**src/rtl/core/transmission_target_selector_assert.svh**
```systemverilog
// Assertion helpers; they expect clk and rst_n in the enclosing scope.
`ifndef TRANSMISSION_TARGET_SELECTOR_ASSERT_SVH
`define TRANSMISSION_TARGET_SELECTOR_ASSERT_SVH
`ifndef SYNTHESIS
`define TTS_ASSERT_IMP(lbl, ante, cons) \
  lbl: assert property (@(posedge clk) disable iff (!rst_n) (ante) |-> (cons)) \
    else $error("tts assertion failed");
`define TTS_ASSERT_NXT(lbl, ante, cons) \
  lbl: assert property (@(posedge clk) disable iff (!rst_n) (ante) |=> (cons)) \
    else $error("tts assertion failed");
`else
`define TTS_ASSERT_IMP(lbl, ante, cons)
`define TTS_ASSERT_NXT(lbl, ante, cons)
`endif
`endif

```
**src/rtl/core/tts_pkg.sv**
```systemverilog
package tts_pkg;

  localparam int CAL_POINTS  = 7;
  localparam int NUM_BUCKETS = 10;

  localparam int TGT_W    = 12;
  localparam int SPEED_W  = 13;
  localparam int LEVER_W  = 10;
  localparam int MODE_W   = 8;
  localparam int BUCKET_W = 4;

  // interpolation datapath widths
  localparam int OFF_W  = 12;
  localparam int DY_W   = 13;
  localparam int PROD_W = OFF_W + 1 + DY_W;
  localparam int N_W    = PROD_W + 2;
  localparam int DEN_W  = OFF_W + 1;
  localparam int REM_W  = DEN_W + 1;
  localparam int SUM_W  = N_W + 1;
  localparam int CNT_W  = $clog2(N_W);

  localparam logic [MODE_W-1:0] MODE_AUTO   = 8'd0;
  localparam logic [MODE_W-1:0] MODE_MANUAL = 8'd1;
  localparam logic [MODE_W-1:0] MODE_PAUSE  = 8'd2;
  localparam logic [MODE_W-1:0] MODE_SAFETY = 8'd9;

  localparam logic [BUCKET_W-1:0] BUCKET_AUTO  = 4'd5;
  localparam logic [BUCKET_W-1:0] BUCKET_FAULT = 4'd4;
  localparam logic [BUCKET_W-1:0] BUCKET_RESET = 4'd5;

  localparam logic [TGT_W-1:0] NEUTRAL_RESET = 12'd2836;
  localparam logic [TGT_W-1:0] TGT_MAX       = 12'd4095;

  localparam logic signed [SPEED_W-1:0] CAL_X [CAL_POINTS] =
    '{13'sd0, 13'sd400, 13'sd870, 13'sd940, 13'sd1000, 13'sd1250, 13'sd1500};
  localparam logic [TGT_W-1:0] CAL_Y [CAL_POINTS] =
    '{12'd2836, 12'd2452, 12'd2421, 12'd2404, 12'd2288, 12'd2240, 12'd2200};

  localparam logic [LEVER_W-1:0] LEVER_THR [NUM_BUCKETS-1] =
    '{10'd931, 10'd838, 10'd746, 10'd654, 10'd562, 10'd469, 10'd377, 10'd285,
      10'd192};
  localparam logic [TGT_W-1:0] BUCKET_TGT [NUM_BUCKETS] =
    '{12'd3138, 12'd3063, 12'd2987, 12'd2912, 12'd2836, 12'd2616, 12'd2534,
      12'd2452, 12'd2370, 12'd2288};

  typedef enum logic [2:0] {
    ST_IDLE,
    ST_SETUP,
    ST_MUL,
    ST_DIV,
    ST_FIN
  } state_t;

  typedef struct packed {
    logic load;
    logic setup;
    logic mul;
    logic div_step;
    logic fin;
  } cmd_t;

  typedef struct packed {
    logic                      radio_good;
    logic [MODE_W-1:0]         mode_request;
    logic                      speed_valid;
    logic signed [SPEED_W-1:0] speed_mm_s;
    logic [LEVER_W-1:0]        lever_value;
    logic                      fault_raise;
    logic                      steer_response_ok;
  } in_item_t;

  typedef struct packed {
    logic [TGT_W-1:0]    drive_target;
    logic [BUCKET_W-1:0] bucket_index;
    logic [MODE_W-1:0]   effective_mode;
    logic                fault_active;
    logic                fault_cleared;
  } out_item_t;

endpackage

```
**src/rtl/core/tts_in_if.sv**
```systemverilog
interface tts_in_if;
  logic                                       valid;
  logic                                       ready;
  logic                                       radio_good;
  logic [tts_pkg::MODE_W-1:0]                 mode_request;
  logic                                       speed_valid;
  logic signed [tts_pkg::SPEED_W-1:0]         speed_mm_s;
  logic [tts_pkg::LEVER_W-1:0]                lever_value;
  logic                                       fault_raise;
  logic                                       steer_response_ok;

  modport source (
    output valid, radio_good, mode_request, speed_valid, speed_mm_s, lever_value,
           fault_raise, steer_response_ok,
    input  ready
  );
  modport sink (
    input  valid, radio_good, mode_request, speed_valid, speed_mm_s, lever_value,
           fault_raise, steer_response_ok,
    output ready
  );
endinterface

```
**src/rtl/core/tts_out_if.sv**
```systemverilog
interface tts_out_if;
  logic                              valid;
  logic                              ready;
  logic [tts_pkg::TGT_W-1:0]         drive_target;
  logic [tts_pkg::BUCKET_W-1:0]      bucket_index;
  logic [tts_pkg::MODE_W-1:0]        effective_mode;
  logic                              fault_active;
  logic                              fault_cleared;

  modport source (
    output valid, drive_target, bucket_index, effective_mode, fault_active,
           fault_cleared,
    input  ready
  );
  modport sink (
    input  valid, drive_target, bucket_index, effective_mode, fault_active,
           fault_cleared,
    output ready
  );
endinterface

```
**src/rtl/core/tts_datapath.sv**
```systemverilog
module tts_datapath (
  input  logic                           clk,
  input  logic                           rst_n,
  input  tts_pkg::cmd_t                  cmd,
  input  tts_pkg::in_item_t              in_item,
  input  logic                           cfg_we,
  input  logic [tts_pkg::TGT_W-1:0]      cfg_wdata,
  output tts_pkg::out_item_t             out_item
);

  localparam int CP = tts_pkg::CAL_POINTS;
  localparam int NB = tts_pkg::NUM_BUCKETS;

  // captured request
  tts_pkg::in_item_t                  req_r;
  logic [tts_pkg::MODE_W-1:0]         mode_r;

  // setup results
  logic [tts_pkg::TGT_W-1:0]          base_r, base_nxt;
  logic [tts_pkg::OFF_W-1:0]          off_r, off_nxt;
  logic [tts_pkg::OFF_W-1:0]          dx_r, dx_nxt;
  logic signed [tts_pkg::DY_W-1:0]    dy_r, dy_nxt;
  logic [tts_pkg::BUCKET_W-1:0]       man_bkt_r, man_bkt_nxt;
  logic [tts_pkg::TGT_W-1:0]          man_tgt_r;

  // divider
  logic signed [tts_pkg::PROD_W-1:0]  prod_c;
  logic signed [tts_pkg::N_W-1:0]     n_c;
  logic                               neg_r;
  logic [tts_pkg::DEN_W-1:0]          den_r;
  logic [tts_pkg::N_W-1:0]            quo_r;
  logic [tts_pkg::REM_W-1:0]          rem_r, rem_sh_c;
  logic                               ge_c;

  // persistent state
  logic [tts_pkg::TGT_W-1:0]          neutral_r;
  logic                               fault_r, fault_nxt;
  logic                               pause_r, pause_nxt;
  logic [tts_pkg::BUCKET_W-1:0]       held_r, held_nxt;

  logic signed [tts_pkg::SUM_W-1:0]   q_c, sum_c;
  logic [tts_pkg::TGT_W-1:0]          auto_tgt_c, tgt_c;
  logic                               clr_c;

  // segment search and lever quantizer
  always_comb begin
    logic signed [tts_pkg::SPEED_W-1:0] dxs;
    base_nxt    = tts_pkg::CAL_Y[CP-1];
    off_nxt     = '0;
    dx_nxt      = tts_pkg::OFF_W'(1);
    dy_nxt      = '0;
    dxs         = '0;
    if (req_r.speed_mm_s <= tts_pkg::CAL_X[0]) begin
      base_nxt = tts_pkg::CAL_Y[0];
    end else if (req_r.speed_mm_s >= tts_pkg::CAL_X[CP-1]) begin
      base_nxt = tts_pkg::CAL_Y[CP-1];
    end else begin
      // descending scan so the lowest matching segment wins
      for (int i = CP - 1; i >= 1; i--) begin
        if (req_r.speed_mm_s <= tts_pkg::CAL_X[i]) begin
          dxs = tts_pkg::CAL_X[i] - tts_pkg::CAL_X[i-1];
          if (dxs <= 0) begin
            base_nxt = tts_pkg::CAL_Y[i];
            off_nxt  = '0;
            dx_nxt   = tts_pkg::OFF_W'(1);
            dy_nxt   = '0;
          end else begin
            base_nxt = tts_pkg::CAL_Y[i-1];
            off_nxt  = tts_pkg::OFF_W'(req_r.speed_mm_s - tts_pkg::CAL_X[i-1]);
            dx_nxt   = tts_pkg::OFF_W'(dxs);
            dy_nxt   = $signed({1'b0, tts_pkg::CAL_Y[i]})
                     - $signed({1'b0, tts_pkg::CAL_Y[i-1]});
          end
        end
      end
    end

    man_bkt_nxt = tts_pkg::BUCKET_W'(NB - 1);
    for (int i = NB - 2; i >= 0; i--) begin
      if (req_r.lever_value >= tts_pkg::LEVER_THR[i]) begin
        man_bkt_nxt = tts_pkg::BUCKET_W'(i);
      end
    end
  end

  assign prod_c = $signed({1'b0, off_r}) * dy_r;
  // 2*num + dx
  assign n_c = {{(tts_pkg::N_W - tts_pkg::PROD_W - 1){prod_c[tts_pkg::PROD_W-1]}},
                prod_c, 1'b0}
             + {{(tts_pkg::N_W - tts_pkg::OFF_W){1'b0}}, dx_r};

  assign rem_sh_c = {rem_r[tts_pkg::REM_W-2:0], quo_r[tts_pkg::N_W-1]};
  assign ge_c     = rem_sh_c >= {1'b0, den_r};

  // floor of a negative quotient rounds away from zero on a nonzero remainder
  always_comb begin
    if (neg_r) begin
      q_c = -($signed({1'b0, quo_r}) + $signed({{(tts_pkg::SUM_W-1){1'b0}},
                                                (rem_r != '0)}));
    end else begin
      q_c = $signed({1'b0, quo_r});
    end
    sum_c = $signed({{(tts_pkg::SUM_W - tts_pkg::TGT_W){1'b0}}, base_r}) + q_c;
    if (sum_c[tts_pkg::SUM_W-1]) begin
      auto_tgt_c = '0;
    end else if (sum_c > $signed({{(tts_pkg::SUM_W - tts_pkg::TGT_W){1'b0}},
                                  tts_pkg::TGT_MAX})) begin
      auto_tgt_c = tts_pkg::TGT_MAX;
    end else begin
      auto_tgt_c = sum_c[tts_pkg::TGT_W-1:0];
    end
  end

  // mode selection and fault latch
  always_comb begin
    tgt_c     = neutral_r;
    held_nxt  = held_r;
    fault_nxt = fault_r;
    pause_nxt = pause_r;
    clr_c     = 1'b0;
    if (mode_r == tts_pkg::MODE_AUTO) begin
      tgt_c    = req_r.speed_valid ? auto_tgt_c : neutral_r;
      held_nxt = tts_pkg::BUCKET_AUTO;
    end else if (mode_r == tts_pkg::MODE_MANUAL) begin
      tgt_c    = man_tgt_r;
      held_nxt = man_bkt_r;
    end
    if (fault_r) begin
      if (mode_r == tts_pkg::MODE_PAUSE) begin
        pause_nxt = 1'b1;
      end
      if (mode_r == tts_pkg::MODE_MANUAL && pause_r && req_r.steer_response_ok &&
          tgt_c == neutral_r) begin
        fault_nxt = 1'b0;
        pause_nxt = 1'b0;
        clr_c     = 1'b1;
      end else begin
        tgt_c    = neutral_r;
        held_nxt = tts_pkg::BUCKET_FAULT;
      end
    end
    // watchdog acts after the decision
    if (req_r.fault_raise) begin
      fault_nxt = 1'b1;
      pause_nxt = 1'b0;
    end
  end

  always_ff @(posedge clk) begin
    if (cmd.load) begin
      req_r  <= in_item;
      mode_r <= in_item.radio_good ? in_item.mode_request : tts_pkg::MODE_SAFETY;
    end
    if (cmd.setup) begin
      base_r    <= base_nxt;
      off_r     <= off_nxt;
      dx_r      <= dx_nxt;
      dy_r      <= dy_nxt;
      man_bkt_r <= man_bkt_nxt;
      man_tgt_r <= tts_pkg::BUCKET_TGT[man_bkt_nxt];
    end
    if (cmd.mul) begin
      neg_r <= n_c[tts_pkg::N_W-1];
      quo_r <= n_c[tts_pkg::N_W-1] ? tts_pkg::N_W'(-n_c) : tts_pkg::N_W'(n_c);
      rem_r <= '0;
      den_r <= {dx_r, 1'b0};
    end else if (cmd.div_step) begin
      rem_r <= ge_c ? (rem_sh_c - {1'b0, den_r}) : rem_sh_c;
      quo_r <= {quo_r[tts_pkg::N_W-2:0], ge_c};
    end
    if (cmd.fin) begin
      out_item.drive_target   <= tgt_c;
      out_item.bucket_index   <= held_nxt;
      out_item.effective_mode <= mode_r;
      out_item.fault_active   <= fault_nxt;
      out_item.fault_cleared  <= clr_c;
    end
  end

  always_ff @(posedge clk) begin
    if (!rst_n) begin
      neutral_r <= tts_pkg::NEUTRAL_RESET;
      fault_r   <= 1'b0;
      pause_r   <= 1'b0;
      held_r    <= tts_pkg::BUCKET_RESET;
    end else begin
      if (cfg_we) begin
        neutral_r <= cfg_wdata;
      end
      if (cmd.fin) begin
        fault_r <= fault_nxt;
        pause_r <= pause_nxt;
        held_r  <= held_nxt;
      end
    end
  end

endmodule

```
**src/rtl/core/tts_ctrl.sv**
```systemverilog
`include "transmission_target_selector_assert.svh"

module tts_ctrl (
  input  logic          clk,
  input  logic          rst_n,
  input  logic          in_valid,
  output logic          in_ready,
  output logic          out_valid,
  input  logic          out_ready,
  output tts_pkg::cmd_t cmd
);

  tts_pkg::state_t              state_r, state_nxt;
  logic [tts_pkg::CNT_W-1:0]    cnt_r, cnt_nxt;
  logic                         out_valid_r, out_valid_nxt;

  always_ff @(posedge clk) begin
    if (!rst_n) begin
      state_r     <= tts_pkg::ST_IDLE;
      cnt_r       <= '0;
      out_valid_r <= 1'b0;
    end else begin
      state_r     <= state_nxt;
      cnt_r       <= cnt_nxt;
      out_valid_r <= out_valid_nxt;
    end
  end

  always_comb begin
    state_nxt = state_r;
    cnt_nxt   = cnt_r;
    cmd       = '0;
    in_ready  = 1'b0;
    case (state_r)
      tts_pkg::ST_IDLE: begin
        in_ready = 1'b1;
        if (in_valid) begin
          cmd.load  = 1'b1;
          state_nxt = tts_pkg::ST_SETUP;
        end
      end
      tts_pkg::ST_SETUP: begin
        cmd.setup = 1'b1;
        state_nxt = tts_pkg::ST_MUL;
      end
      tts_pkg::ST_MUL: begin
        cmd.mul   = 1'b1;
        cnt_nxt   = '0;
        state_nxt = tts_pkg::ST_DIV;
      end
      tts_pkg::ST_DIV: begin
        cmd.div_step = 1'b1;
        cnt_nxt      = cnt_r + 1'b1;
        if (cnt_r == tts_pkg::CNT_W'(tts_pkg::N_W - 1)) begin
          state_nxt = tts_pkg::ST_FIN;
        end
      end
      tts_pkg::ST_FIN: begin
        // wait for room in the output register
        if (!out_valid_r || out_ready) begin
          cmd.fin   = 1'b1;
          state_nxt = tts_pkg::ST_IDLE;
        end
      end
      default: begin
        state_nxt = tts_pkg::ST_IDLE;
      end
    endcase
  end

  always_comb begin
    out_valid_nxt = out_valid_r;
    if (cmd.fin) begin
      out_valid_nxt = 1'b1;
    end else if (out_ready) begin
      out_valid_nxt = 1'b0;
    end
  end

  assign out_valid = out_valid_r;

  `TTS_ASSERT_NXT(a_load_to_setup, cmd.load, state_r == tts_pkg::ST_SETUP)
  `TTS_ASSERT_NXT(a_fin_sets_valid, cmd.fin, out_valid_r)
  `TTS_ASSERT_IMP(a_div_count, state_r == tts_pkg::ST_DIV, cnt_r <= tts_pkg::CNT_W'(tts_pkg::N_W - 1))

endmodule

```
**src/rtl/core/transmission_target_selector.sv**
```systemverilog
// Transmission target selector.
// One request on in_ch is one control tick: radio state, mode request, speed
// command, lever reading and steering fault inputs. For each request exactly
// one result leaves on out_ch: drive target, bucket, effective mode and the
// fault latch status. cfg_we/cfg_wdata write the neutral target; write it only
// while no request is in flight.
// The auto-mode interpolation runs a restoring divider one quotient bit per
// cycle over 28 bits, after the setup and multiply steps and before the finish
// step. A new request can be accepted in the cycle after the previous result
// is loaded; no new request is taken while one is being computed.
// A result waits in the output register while out_ch.ready is low; the next
// request is still accepted and computed, and it is held in the finish step
// until the output register frees.
// Reset (rst_n low at a clock edge) clears the fault latch and pause flag,
// sets the held bucket to 5, restores the neutral target to 2836 and drops
// any request in flight.
module transmission_target_selector (
  input  logic                      clk,
  input  logic                      rst_n,
  input  logic                      cfg_we,
  input  logic [tts_pkg::TGT_W-1:0] cfg_wdata,
  tts_in_if.sink                    in_ch,
  tts_out_if.source                 out_ch
);

  tts_pkg::cmd_t      cmd;
  tts_pkg::in_item_t  in_item;
  tts_pkg::out_item_t out_item;

  assign in_item.radio_good        = in_ch.radio_good;
  assign in_item.mode_request      = in_ch.mode_request;
  assign in_item.speed_valid       = in_ch.speed_valid;
  assign in_item.speed_mm_s        = in_ch.speed_mm_s;
  assign in_item.lever_value       = in_ch.lever_value;
  assign in_item.fault_raise       = in_ch.fault_raise;
  assign in_item.steer_response_ok = in_ch.steer_response_ok;

  tts_ctrl u_ctrl (
    .clk       (clk),
    .rst_n     (rst_n),
    .in_valid  (in_ch.valid),
    .in_ready  (in_ch.ready),
    .out_valid (out_ch.valid),
    .out_ready (out_ch.ready),
    .cmd       (cmd)
  );

  tts_datapath u_dp (
    .clk       (clk),
    .rst_n     (rst_n),
    .cmd       (cmd),
    .in_item   (in_item),
    .cfg_we    (cfg_we),
    .cfg_wdata (cfg_wdata),
    .out_item  (out_item)
  );

  assign out_ch.drive_target   = out_item.drive_target;
  assign out_ch.bucket_index   = out_item.bucket_index;
  assign out_ch.effective_mode = out_item.effective_mode;
  assign out_ch.fault_active   = out_item.fault_active;
  assign out_ch.fault_cleared  = out_item.fault_cleared;

endmodule

```
**src/flat_wrapper.sv**
```systemverilog
// flat-port wrapper written by rule: the top's interface ports become plain ports
module transmission_target_selector_flat 
  (clk, rst_n, cfg_we, cfg_wdata, in_ch_valid, in_ch_radio_good, in_ch_mode_request, in_ch_speed_valid, in_ch_speed_mm_s, in_ch_lever_value, in_ch_fault_raise, in_ch_steer_response_ok, in_ch_ready, out_ch_valid, out_ch_drive_target, out_ch_bucket_index, out_ch_effective_mode, out_ch_fault_active, out_ch_fault_cleared, out_ch_ready);
  tts_in_if in_ch_i ();
  tts_out_if out_ch_i ();
  input  logic clk;
  input  logic rst_n;
  input  logic cfg_we;
  input  logic [tts_pkg::TGT_W-1:0] cfg_wdata;
  input wire logic [$bits(in_ch_i.valid)-1:0] in_ch_valid;
  input wire logic [$bits(in_ch_i.radio_good)-1:0] in_ch_radio_good;
  input wire logic [$bits(in_ch_i.mode_request)-1:0] in_ch_mode_request;
  input wire logic [$bits(in_ch_i.speed_valid)-1:0] in_ch_speed_valid;
  input wire logic [$bits(in_ch_i.speed_mm_s)-1:0] in_ch_speed_mm_s;
  input wire logic [$bits(in_ch_i.lever_value)-1:0] in_ch_lever_value;
  input wire logic [$bits(in_ch_i.fault_raise)-1:0] in_ch_fault_raise;
  input wire logic [$bits(in_ch_i.steer_response_ok)-1:0] in_ch_steer_response_ok;
  output wire logic [$bits(in_ch_i.ready)-1:0] in_ch_ready;
  output wire logic [$bits(out_ch_i.valid)-1:0] out_ch_valid;
  output wire logic [$bits(out_ch_i.drive_target)-1:0] out_ch_drive_target;
  output wire logic [$bits(out_ch_i.bucket_index)-1:0] out_ch_bucket_index;
  output wire logic [$bits(out_ch_i.effective_mode)-1:0] out_ch_effective_mode;
  output wire logic [$bits(out_ch_i.fault_active)-1:0] out_ch_fault_active;
  output wire logic [$bits(out_ch_i.fault_cleared)-1:0] out_ch_fault_cleared;
  input wire logic [$bits(out_ch_i.ready)-1:0] out_ch_ready;
  assign in_ch_i.valid = in_ch_valid;
  assign in_ch_i.radio_good = in_ch_radio_good;
  assign in_ch_i.mode_request = in_ch_mode_request;
  assign in_ch_i.speed_valid = in_ch_speed_valid;
  assign in_ch_i.speed_mm_s = in_ch_speed_mm_s;
  assign in_ch_i.lever_value = in_ch_lever_value;
  assign in_ch_i.fault_raise = in_ch_fault_raise;
  assign in_ch_i.steer_response_ok = in_ch_steer_response_ok;
  assign in_ch_ready = in_ch_i.ready;
  assign out_ch_valid = out_ch_i.valid;
  assign out_ch_drive_target = out_ch_i.drive_target;
  assign out_ch_bucket_index = out_ch_i.bucket_index;
  assign out_ch_effective_mode = out_ch_i.effective_mode;
  assign out_ch_fault_active = out_ch_i.fault_active;
  assign out_ch_fault_cleared = out_ch_i.fault_cleared;
  assign out_ch_i.ready = out_ch_ready;
  transmission_target_selector u_core (.clk(clk), .rst_n(rst_n), .cfg_we(cfg_we), .cfg_wdata(cfg_wdata), .in_ch(in_ch_i), .out_ch(out_ch_i));
endmodule
```
**config.mk**
```make
export PLATFORM = sky130hd
export DESIGN_NAME = transmission_target_selector_flat
export DESIGN_NICKNAME = d
export VERILOG_FILES = /design/src/rtl/core/tts_pkg.sv /design/src/rtl/core/tts_in_if.sv /design/src/rtl/core/tts_out_if.sv /design/src/rtl/core/tts_datapath.sv /design/src/rtl/core/tts_ctrl.sv /design/src/rtl/core/transmission_target_selector.sv /design/src/flat_wrapper.sv
export VERILOG_INCLUDE_DIRS = /design/src /design/src/rtl/core
export SDC_FILE = /design/constraint.sdc
export NUM_CORES = 1
export LEC_CHECK = 0
export BUFFER_PORTS_ARGS = -buffer_cell sky130_fd_sc_hd__buf_2
export CORE_ASPECT_RATIO = 1.4
export CORE_MARGIN = 2
export CORE_UTILIZATION = 65
export CTS_BUF_LIST = sky130_fd_sc_hd__clkbuf_4
export CTS_CLUSTER_SIZE = 14
export DETAILED_ROUTE_END_ITERATION = 10
export GPL_ROUTABILITY_DRIVEN = 1
export PLACE_DENSITY = 0.85
export SETUP_SLACK_MARGIN = 0.5
export SYNTH_ARGS = -nofsm -noshare
export SYNTH_HDL_FRONTEND = slang
export SYNTH_SLANG_ARGS = --single-unit
```
**constraint.sdc**
```tcl
create_clock -name clk -period 11.9 [get_ports clk]
set_input_delay 2.38 -clock clk [delete_from_list [all_inputs] [get_ports clk]]
set_output_delay 2.38 -clock clk [all_outputs]
set_load 0.01 [all_outputs]
```
==> out/results.txt, run 1 <==
The tools report the initial core utilization as 0.657. The ratio of cells with drive above 1 in the final layout was 0.0728; the number of nets with antenna violations after detailed routing was 0. From synthesis to final layout, the design area changed by 4.86%. Traced cell by cell, the critical path runs through nand2_1, fa_1, inv_1, fa_1, fa_1, inv_1, fa_1, fa_1, inv_1, ha_1, ha_1, o21a_1, o2111ai_1, or2_2, a2111oi_0, nor3_1, xor2_1, a2111oi_0, nand4_1, xnor2_1, nor2b_1, a41oi_1, nand2_1. Port buffering added 79 buffers.

The layout has 2,317 filler cells. The run gives 0 as the number of hold buffers added after cts. The tightest min-delay check is of the flop to flop type.

CTS saw 185 sinks. The post-synthesis share of cell area spent on full adders, half adders and majority gates was 0.235; the routed via count was 16.1k. The tools report the initial antenna violation count as 1. Buffers added to address setup during post-CTS repair amount to 0.

The tools report the maximum clock insertion buffer count as 2. The setup path with the least slack is of type flop to flop. The die is 207 um tall. The floorplan die area came out at 30,800 um2.

By area, the combinational part of the netlist is dominated by adder cells. The vias per cell is 6.21, and the global-route wire length before repair is 73,500 um. The H-tree was split into 4 levels. The hold violation total from the final report was 0.

In this run the most critical hold path is launched from u_core.u_dp.mode_r[2]. In the final layout, the multi-input gates occupy 12,700 um2. Adding up every negative setup slack in the final design gives 0 ps. The number of enable-type register cells in the synthesized netlist was 144; the post-detailed-route DRC marker count was 0. The simple logic cell fraction of the synthesized area works out to 0.194. Post-CTS repair changed the size of 0 cells. STA puts the critical path data arrival time at 8960 ps. The synthesized design spends more area on one cell type than any other, namely sky130_fd_sc_hd__edfxtp_1. In this run the critical register-to-register path is captured at u_core.u_dp.quo_r[26]. The final critical-path share of the clock period was 0.718. Summed over all layers, the global routing overflow is 0. The cell area that synthesis handed to floorplanning was 19,100 um2.

The final period demand of the worst path is 8540 ps, and the least setup slack across all paths after layout is 3360 ps. In this run the horizontal extent of the chip is 149 um. The worst setup path is captured at a flop. The total routing resource utilization after global routing was 0.293; the highest clock rate was 0.117 GHz. The wire length on met3 is 2100 um, and the number of iterations in the first detailed-routing pass is 5. The total clock buffers created by CTS was 17; the Yosys warning count was 0. Registers take 5140 um2. The slowest stage of the critical path is the sky130_fd_sc_hd__a2111oi_0 cell. The xor-xnor portion of the synthesized cell area was 0.0463; the post-route clock skew was 43.2 ps.

Cell with the most instances on the worst path: sky130_fd_sc_hd__fa_1. For hold timing, the worst endpoint is u_core.u_dp.out_item[4]. The average cell area after synthesis is 8.77 um2. TritonCTS built the clock tree. The startpoint identified for the worst register-to-register timing path is u_core.u_dp.dy_r[11]. For the worst flop-to-flop path, the logic depth is 23. The worst slack at placement is 3660 ps.

The number of top-level design ports came out at 80. The highest layer touched by signal routing is met4. Among all flip-flop cells after synthesis, the most frequent one is sky130_fd_sc_hd__edfxtp_1. The actual slew at the worst max-slew pin was 1040 ps; the mux contribution to synthesized area was 0.0187. The average wire per standard cell was 17.3 um; the fraction of post-synthesis cell area in the top cell type by area was 0.226. The final RePlAce weighted congestion is 0.981, and the placeable core area is 29,100 um2. In this run the clock root is driven by a sky130_fd_sc_hd__clkbuf_4. Once detailed placement completed, the half-perimeter wirelength came to 35,800 um. Yosys attributes the largest share of cell area to sky130_fd_sc_hd__edfxtp_1, sky130_fd_sc_hd__fa_1, sky130_fd_sc_hd__ha_1.

The clock slew seen by the registers of the worst setup and hold paths is 190 ps. After detailed routing, the met2 layer carries 23,800 um of wire. The net count reported at finish is 2,542, and the number of synthesized register bits is 185.

The synthesized-area fraction occupied by ao, oa, aoi and oai cells is 0.172. Share of synthesized registers carrying an async set or reset: 0. The run gives 0 as the final count of negative-setup-slack endpoints.

The peak supply drop came out at 0.312 mV. The tools report the required time reported for the critical path endpoint as 12,320 ps. The number of DRC markers in iteration 0 is 935. The clock reaches the later pin of the worst-skew pair after 640 ps. The worst setup path is launched from a flop.

For this run, the slowest stage of the critical path takes 910 ps. The max-cap check violation count is 0, and the power density over the cells is 303 nW/um2. The worst hold path passes through 0 cells.

The worst setup slack for register-to-register paths is 3360 ps, and the wire length on met1 is 17,700 um. The synthesized netlist contains 91 unique library cells. Entering global routing, the biggest net connects 55 pins. Synthesis produced 2,178 cells.

The run finished with clean final reports. Summed over all layers, the routed wires come to 45,000 um. After floorplanning, the core was divided into 74 placement rows.

The run gives 15.6k as the number of global-route vias before repair. Setup repair after global routing left no endpoint under its margin. The worst-case headroom to the max-slew limit was 0.288. The number of pins with negative max-slew slack in the final report is 0, and the critical-path maximum fanout is 23. The part of the Yosys area used for sequential elements came out at 0.269. The first element of the critical path is u_core.u_dp.dy_r[11].

The static leakage came out at 0.00891 uW.
-- routing by layer --
metal	GRT usage	up-vias
met5	0	-
met4	0.107	0
met3	0.0360	121
met2	0.544	548
met1	0.348	7743
li1	-	7697
-- Yosys cell counts (41+ instances only) --
cell type and instances:
sky130_fd_sc_hd__inv_1 243, sky130_fd_sc_hd__nor2_1 139, sky130_fd_sc_hd__xnor2_1 56, sky130_fd_sc_hd__xor2_1 45, sky130_fd_sc_hd__edfxtp_1 144, sky130_fd_sc_hd__nor3_1 42
sky130_fd_sc_hd__o21ai_0 121, sky130_fd_sc_hd__nand3_1 58, sky130_fd_sc_hd__ha_1 179, sky130_fd_sc_hd__a21oi_1 108, sky130_fd_sc_hd__nand2_1 248, sky130_fd_sc_hd__dfxtp_1 41
sky130_fd_sc_hd__fa_1 112, sky130_fd_sc_hd__clkbuf_1 75, sky130_fd_sc_hd__and2_1 49
-- where the power goes --
part           leakage (uW)  total [uW]  internal (uW)  switching [uW]
Clock              0.000169         370            105             266
Sequential          0.00167         873            787            86.1
Combinational       0.00707        4820           1960            2860
Total               0.00891        6070           2850            3210
-- worst max-delay path: cells and delay by family (launching register included) --
family / cells / cell delay, ps
adder cells (fa/ha/maj): 7 / 3340
AND/OR/NAND/NOR: 6 / 1250
buffers and inverters: 3 / 140
flip-flops: 1 / 840
AO/OA/AOI/OAI: 5 / 2130
XOR/XNOR: 2 / 610
-- cell families (layout without fill, tap and decap cells) --
logic type | after synthesis | in the layout
compound gates | 492 | 492
mux | 35 | 35
flops | 185 | 185
xor+xnor | 101 | 101
buf+inv | 331 | 364
simple gates | 742 | 742
fa+ha+maj | 291 | 291
other cells | 1 | 4
-- final cells by class --
| class | count | area share |
|---|---|---|
| multi-input cells | 1663 | 0.635 |
| flip-flops and latches | 185 | 0.257 |
| inverters | 245 | 0.0459 |
| well taps | 380 | 0.0237 |
| repair buffers | 87 | 0.0227 |
| clock inverters | 15 | 0.00931 |
| clock buffers | 17 | 0.00637 |
| diodes | 2 | 0.000250 |
-- registers in the layout (all words and copies together) (netlist names) --
| signal | flops |
|---|---|
| u_core.u_dp.out_item | 26 |
| u_core.u_dp.mode_r | 8 |
| u_core.u_dp.man_bkt_r | 4 |
| u_core.u_dp.dy_r | 6 |
| u_core.u_dp.off_r | 12 |
| u_core.u_dp.rem_r | 14 |
| u_core.u_dp.neutral_r | 12 |
| u_core.u_ctrl.out_valid | 1 |
| u_core.u_dp.man_tgt_r | 11 |
| u_core.u_dp.quo_r | 28 |
| u_core.u_dp.fault_r | 1 |
| u_core.u_dp.den_r | 7 |
| u_core.u_dp.req_r | 26 |
| u_core.u_dp.neg_r | 1 |
| u_core.u_dp.dx_r | 7 |
| u_core.u_dp.pause_r | 1 |
| u_core.u_dp.base_r | 8 |
| u_core.u_ctrl.cnt_r | 5 |
| u_core.u_dp.held_r | 4 |
| u_core.u_ctrl.state_r | 3 |
-- through the flow --
stage | total power (uW) | util | instances | hold slack (ps) | area, um2
after detailed placement | 5600 | 0.678 | 2560 | 435 | 19700
after CTS | 6010 | 0.689 | 2592 | 473 | 20000
after global placement | 5440 | 0.678 | 2560 | 429 | 19700
after floorplan | 4730 | - | 2179 | 426 | 19100
final | 6070 | 0.689 | 2594 | 471 | 20000
after global routing | 6660 | 0.689 | 2594 | 482 | 20000
-- placed cells by master, fill, tap and decap left out, types with 37 or more instances in the layout --
cell type,count
sky130_fd_sc_hd__xnor2_1,56
sky130_fd_sc_hd__nand3_1,58
sky130_fd_sc_hd__ha_1,179
sky130_fd_sc_hd__nand2b_1,37
sky130_fd_sc_hd__buf_2,79
sky130_fd_sc_hd__edfxtp_1,144
sky130_fd_sc_hd__o21ai_0,121
sky130_fd_sc_hd__a21oi_1,108
sky130_fd_sc_hd__inv_1,243
sky130_fd_sc_hd__nor2_1,139
sky130_fd_sc_hd__xor2_1,45
sky130_fd_sc_hd__nand2_1,248
sky130_fd_sc_hd__dfxtp_1,41
sky130_fd_sc_hd__nor3_1,42
sky130_fd_sc_hd__and2_1,49
sky130_fd_sc_hd__fa_1,112
-- how the worst max path moves through the flow --
stage,slack (ps),end,cells past startpoint
after floorplan,4660,u_core.u_dp.quo_r[24],23
after global placement,3920,u_core.u_dp.quo_r[15],21
after detailed placement,3660,u_core.u_dp.quo_r[26],23
after CTS,3650,u_core.u_dp.quo_r[26],23
after global routing,3090,u_core.u_dp.quo_r[26],23
final,3360,u_core.u_dp.quo_r[26],23
(Power assumes the default switching activity.)
==> inputs of run 2 (changes only) <==
Settings changed: CORE_UTILIZATION 65 to 59, PLACE_DENSITY 0.85 to 0.82.
Clock period 11.9 ns to 7.2 ns, I/O delays scaled along.
==> run 2 against run 1 <==
Die area grew 9.9%; largest cell class unchanged; flip-flop and latch count unchanged; critical endpoint is now u_core.u_dp.quo_r[21]; global-route usage shrank 0.59 points; non-clock buffer count up 121; register-to-register slack worse by 3300 ps; sequential share of layout area decreased by 2.1 points; maximum frequency is 20% higher; core utilization rose by 0.066 points; clock-buffer cell count up 1; critical path type unchanged.
==> out/results.txt, run 2 (synthesized netlist as in run 1, its figures left out) <==
The run finished with clean final reports. Total routing resource utilization after global routing: 0.287 (-0.00591). The worst setup path is captured at a flop. The number of pins with negative max-slew slack in the final report was 0 (unchanged); the count of port buffers added during placement was 79 (unchanged). For the maximum clock insertion buffer count, the log shows 2 (unchanged). The hold violation total from the final report is 0 (unchanged), and the total routed wirelength is 49,800 um (+11%).

The worst setup slack for register-to-register paths was 60 ps (-3300 ps); the number of global-route vias before repair was 16.6k (+6.4%). The number of iterations in the first detailed-routing pass came out at 6 (+1). The worst setup path is launched from a flop. From synthesis to final layout, the design area changed by 14.4%. The average wire per standard cell was 18.2 um (+5.2%); the number of DRC markers in iteration 0 was 1,195 (+28%). The clock latency at the later pin of the worst-skew pair is 610 ps (-30 ps). The critical path is of the flop to flop type.

The logs give 77 (+4.1%) for the standard-cell row count and 0 (unchanged) for the number of nets with antenna violations after detailed routing. In this run the critical register-to-register path is captured at u_core.u_dp.quo_r[21]. The share of the core filled with cells is 0.689 (about the same). The largest register by flop count is u_core.u_dp.quo_r.

TritonCTS built the clock tree. For the number of hold buffers added after cts, the log shows 0 (unchanged). The max-cap check violation count came out at 0 (unchanged). The worst hold endpoint was u_core.u_dp.out_item[4]. The required time reported for the critical path endpoint is 7580 ps (-4740 ps), and the number of flip-flops in the largest register is 28 (unchanged). The start point of the worst min-delay path was u_core.u_dp.mode_r[2]. The final RePlAce weighted congestion was 0.940 (-4.2%); the total clock buffers created by CTS was 17 (unchanged).

The clock slew seen by the registers of the worst setup and hold paths works out to 180 ps (about the same). The cell count of the worst reg-to-reg path was 25 (+8.7%); the initial antenna violation count was 1 (unchanged). The tools report the maximum number of pins on one net before global-route repair as 51 (-7.3%).

The initial core utilization is 0.602 (-0.0544), and the worst hold path depth is 0 (unchanged). The number of levels the H-tree was split into was 4 (unchanged); the highest clock rate was 0.140 GHz (+20%). The run gives 37,500 um (+4.5%) as the total half-perimeter wirelength after legalization and detailed placement. The routed via count came out at 16.6k (+3.2%).

The tools report the final count of negative-setup-slack endpoints as 0 (unchanged). The global-route wire length before repair was 79,500 um (+8.2%); the critical-path maximum fanout was 6 (-74%). The ratio of cells with drive above 1 in the final layout was 0.176 (+0.103); the total number of clock tree sinks was 185 (unchanged). The run gives 33,800 um2 (+9.9%) as the floorplan die area. The actual slew at the worst max-slew pin came out at 911 ps (-129 ps). The final period demand of the worst path came out at 7140 ps (-1400 ps).

Setup repair after global routing could not meet its margin everywhere. The chip height was 217 um (+4.9%); the post-detailed-route DRC marker count was 0 (unchanged). The placeable core area is 31,700 um2 (+9.0%), and the endpoint arrival time on the critical path is 7520 ps (-1440 ps). The run gives 2,663 (+4.8%) as the net count reported at finish. Tracing the worst setup path back leads to its startpoint at u_core.u_dp.dy_r[3]. The tools report the cell chosen for the clock root as sky130_fd_sc_hd__clkbuf_4. The number of top-level design ports is 80 (unchanged), and the vias per cell is 6.09 (-1.9%).

The x dimension of the die was 156 um (+4.8%); the final critical-path share of the clock period was 0.992 (+0.275). The tools report the worst-case headroom to the max-slew limit as 0.392 (+0.104). The path class of the tightest hold or removal check is flop to flop. The largest registers in the layout are u_core.u_dp.quo_r x28, u_core.u_dp.out_item x26, u_core.u_dp.req_r x26. The startpoint of the worst register-to-register path was u_core.u_dp.dy_r[3]. The post-route clock skew is 38.1 ps (-5.19 ps). The run gives 0 (unchanged) as the remaining global-route overflow. The top cell types in the final layout, fill and taps aside, are sky130_fd_sc_hd__nand2_1, sky130_fd_sc_hd__inv_1, sky130_fd_sc_hd__ha_1. The library cell used most frequently in the layout, excluding fill and tap cells, is sky130_fd_sc_hd__nand2_1.
[run 2: cell count changes in the layout (fill, tap and decap cells not counted), sizes merged]
cell | previous run | this run
bufinv | 0 | 1
buf | 87 | 208
clkbuf | 17 | 18
diode | 2 | 1
clkinv | 5 | 6
inv | 255 | 252
[run 2: worst max-delay path by stage]
stage	end	slack, ps	cells after the start
floorplan	u_core.u_dp.quo_r[24]	360	26
global placement	u_core.u_dp.quo_r[24]	110	26
detailed placement	u_core.u_dp.quo_r[23]	-90	22
CTS	u_core.u_dp.quo_r[15]	200	23
global route	u_core.u_dp.quo_r[21]	-150	25
finish	u_core.u_dp.quo_r[21]	60	25
[run 2: per-layer routing]
layer	GRT usage	share of wire
met5	0	0
met4	0.105	0.039
met3	0.0275	0.041
met2	0.535	0.53
met1	0.342	0.39
[run 2: final cells by class]
type / instances / area, um2
diodes: 1 / 2.50
clock buffers: 18 / 135
clock inverters: 14 / 153
fillers: 2368 / 9850
inverters: 245 / 927
multi-input cells: 1663 / 13500
flip-flops and latches: 185 / 5140
well taps: 395 / 494
repair buffers: 208 / 1480
[run 2: timing repair]
item	CTS	global route
setup endpoints to repair	27	37
cloned	2	0
pin swaps	47	58
buffers inserted	46	25
gates resized for setup	71	70
[run 2: worst max-delay path, cell delays in order (launching register included)]
cell,delay [ps]
sky130_fd_sc_hd__edfxtp_1,460
sky130_fd_sc_hd__buf_6,170
sky130_fd_sc_hd__nand2_1,80
sky130_fd_sc_hd__fa_1,540
sky130_fd_sc_hd__inv_1,70
sky130_fd_sc_hd__fa_1,540
sky130_fd_sc_hd__inv_1,60
sky130_fd_sc_hd__fa_1,520
sky130_fd_sc_hd__inv_1,60
sky130_fd_sc_hd__fa_1,470
sky130_fd_sc_hd__fa_1,500
sky130_fd_sc_hd__ha_1,350
sky130_fd_sc_hd__ha_4,290
sky130_fd_sc_hd__o21a_1,120
sky130_fd_sc_hd__o21a_1,140
sky130_fd_sc_hd__nor2_1,60
sky130_fd_sc_hd__or2_2,330
sky130_fd_sc_hd__o311ai_2,260
sky130_fd_sc_hd__buf_4,160
sky130_fd_sc_hd__buf_6,90
sky130_fd_sc_hd__nand4_1,220
sky130_fd_sc_hd__o22ai_1,430
sky130_fd_sc_hd__nand4_1,380
sky130_fd_sc_hd__o31ai_2,370
sky130_fd_sc_hd__xnor2_1,180
sky130_fd_sc_hd__o21ai_1,70
[run 2: metrics by stage]
stage / worst slack (ps) / setup TNS (ps) / cell area [um2] / cells / hold slack (ps)
after floorplan: 362 / 0 / 19400 / 2179 / 426
after global placement: 110 / 0 / 20300 / 2623 / 431
after CTS: 195 / 0 / 21400 / 2703 / 476
after detailed placement: -86.5 / -142 / 20300 / 2623 / 441
final: 56.5 / 0 / 21900 / 2729 / 475
after global routing: -152 / -1010 / 21900 / 2729 / 488
Power of run 2 is left out: the tool's default activity adds up to more than one toggle a clock period on the data nets, which glitch-free logic cannot reach.
==> inputs of run 3 (changes only) <==
Settings changed: CELL_PAD_IN_SITES_DETAIL_PLACEMENT set to 1, CELL_PAD_IN_SITES_GLOBAL_PLACEMENT set to 2, CORE_UTILIZATION 59 to 37.
==> run 3 against run 2 <==
Wire length is 19% higher; register-to-register slack better by 60 ps; critical path depth stayed put; global-route usage is 7.0 points lower; maximum frequency is 0.86% higher; cell count is 10% higher; sequential share of layout area is 0.95 points lower; flip-flop and latch count stayed put; setup slack better by 61 ps; via count is 0.10% higher; core utilization is 24 points lower; critical endpoint is now u_core.u_dp.quo_r[24].
==> out/results.txt, run 3 (synthesized netlist as in run 1, its figures left out) <==
The flow ran to the end, and the final reports show no timing, DRC or antenna violations. The total clock buffers created by CTS is 17 (unchanged), and the synthesis-to-finish area growth is 19.2%. The critical-path maximum fanout came out at 5 (-1).

The total number of clock tree sinks was 185 (unchanged). The x dimension of the die is 196 um (+26%), and the initial core utilization is 0.374 (-0.228). For the hold violation total from the final report, the log shows 0 (unchanged). The path class of the tightest hold or removal check is flop to flop. TritonCTS built the clock tree. Ratio of cells with drive above 1 in the final layout: 0.193 (+0.0177).

Leaving out fill and tap cells, the most frequent cells in the layout are sky130_fd_sc_hd__inv_1, sky130_fd_sc_hd__nand2_1, sky130_fd_sc_hd__ha_1. The worst setup path is captured at a flop. The number of pins with negative max-slew slack in the final report came out at 0 (unchanged). The largest registers in the layout are u_core.u_dp.quo_r x28, u_core.u_dp.out_item x26, u_core.u_dp.req_r x26. The global-route wire length before repair was 93,300 um (+17%). The logs give 0 (unchanged) for the max-cap check violation count and 45,300 um (+21%) for the total half-perimeter wirelength after legalization and detailed placement.

Final period demand of the worst path: 7080 ps (-61.0 ps). The number of hold buffers added after cts is 0 (unchanged), and the total routing resource utilization after global routing is 0.218 (-0.0696). The highest clock rate is 0.141 GHz (+0.86%). The placeable core area came out at 51,000 um2 (+61%). Among all stages on the critical path, the largest delay is contributed by sky130_fd_sc_hd__fa_1. The chip height is 273 um (+26%), and the maximum number of pins on one net before global-route repair is 49 (-3.9%). The number of iterations in the first detailed-routing pass came out at 5 (-1).

The number of top-level design ports was 80 (unchanged); the worst slack at placement was -163 ps (-76.9 ps). Clock tree synthesis selected as its root buffer the cell sky130_fd_sc_hd__clkbuf_4. Endpoint arrival time on the critical path: 7490 ps (-30 ps). The number of global-route vias before repair is 17.8k (+6.9%).

Number of nets with antenna violations after detailed routing: 0 (unchanged). The final critical-path share of the clock period came out at 0.984 (-0.00847). The tools report the net count reported at finish as 2,692 (+1.1%). The number of flip-flops in the largest register is 28 (unchanged).

The most common cell after layout, fill and taps aside was sky130_fd_sc_hd__inv_1. The remaining global-route overflow was 0 (unchanged); the clock slew seen by the registers of the worst setup and hold paths was 160 ps (-20 ps). The critical path in this run is classified as flop to flop.

The count of port buffers added during placement was 79 (unchanged). For the number of levels the H-tree was split into, the log shows 4 (unchanged). STA classifies the critical path startpoint as a flop. The cell count of the worst reg-to-reg path was 25 (unchanged). Setup repair after global routing could not meet its margin everywhere.

The least setup slack across all paths after layout came out at 117 ps (+61.0 ps). The logs give 0.884 (-6.0%) for the final RePlAce weighted congestion and 634 (-47%) for the number of DRC markers in iteration 0. The hold slack is 470 ps (-5.02 ps), and the worst-case headroom to the max-slew limit is 0.405 (+0.0130).

The vias per cell is 5.52 (-9.4%), and the actual slew at the worst max-slew pin is 889 ps (-22.2 ps). Initial antenna violation count: 1 (unchanged). For the required time reported for the critical path endpoint, the log shows 7600 ps (+20 ps). The peak per-stage delay on the critical path is 560 ps (+20 ps). The standard-cell row count was 98 (+27%).

Routed via count: 16.6k (+0.10%). Largest register by flop count: u_core.u_dp.quo_r. The final count of negative-setup-slack endpoints is 0 (unchanged). For the floorplan die area, the log shows 53,500 um2 (+58%). The average wire per standard cell was 19.6 um (+7.5%). Post-detailed-route DRC marker count: 0 (unchanged). The tools report the total routed wirelength as 59,100 um (+19%). The clock latency at the later pin of the worst-skew pair was 650 ps (+40 ps); the post-route clock skew was 37.2 ps (-0.847 ps). The worst hold path depth is 0 (unchanged).

The most numerous cell type found on the critical path is sky130_fd_sc_hd__fa_1. For the maximum clock insertion buffer count, the log shows 2 (unchanged).
run 3: changes by cell type in the layout (fill, tap and decap cells not counted), sizes merged:
cell	before	now
buf	208	236
clkinv	6	8
bufinv	1	2
diode	1	2
inv	252	249
clkinvlp	0	1
run 3: per-stage QoR:
stage | util | setup TNS, ps | std cells | instance area (um2)
after detailed placement | 0.408 | -656 | 2894 | 20800
after global routing | 0.446 | -518 | 3013 | 22800
after CTS | 0.436 | 0 | 2985 | 22200
after global placement | 0.408 | -13.2 | 2894 | 20800
final | 0.446 | 0 | 3014 | 22800
after floorplan | - | 0 | 2179 | 19400
run 3: timing repair:
item | 4_1_cts | 5_1_grt
pin swaps | 53 | 76
setup endpoints to repair | 27 | 35
setup buffers | 54 | 26
gates cloned | 5 | 1
resized for setup | 131 | 78
run 3: final cells by class:
| cell class | instances | area, um2 |
|---|---|---|
| Fill cell | 5947 | 28200 |
| Timing Repair Buffer | 237 | 1850 |
| Tap cell | 650 | 813 |
| Inverter | 245 | 930 |
| Multi-Input combinational cell | 1663 | 13700 |
| Antenna cell | 2 | 5.00 |
| Clock buffer | 17 | 128 |
| Clock inverter | 15 | 188 |
| Sequential cell | 185 | 5140 |
run 3: layer usage:
layer	track usage	part of all wire	vias to the layer above
met5	0	0	-
met4	0.0807	0.033	0
met3	0.0205	0.017	107
met2	0.419	0.55	240
met1	0.248	0.40	8295
li1	-	-	8007
run 3: path summary, 6_finish.rpt:
check / from / end / slack, ps
min reg2reg: u_core.u_dp.mode_r[4] / u_core.u_dp.out_item[6] / 470
max: u_core.u_dp.dy_r[2] / u_core.u_dp.quo_r[24] / 120
max reg2reg: u_core.u_dp.dy_r[2] / u_core.u_dp.quo_r[24] / 120
min: u_core.u_dp.mode_r[4] / u_core.u_dp.out_item[6] / 470
run 3: critical path, delay by kind of cell (launching register included):
| family | cells | cell delay (ps) |
|---|---|---|
| compound gates | 5 | 920 |
| fa+ha+maj | 7 | 3090 |
| buf+inv | 6 | 580 |
| flops | 1 | 450 |
| mux | 1 | 140 |
| simple gates | 6 | 1680 |
Power of run 3 is left out for the same reason.
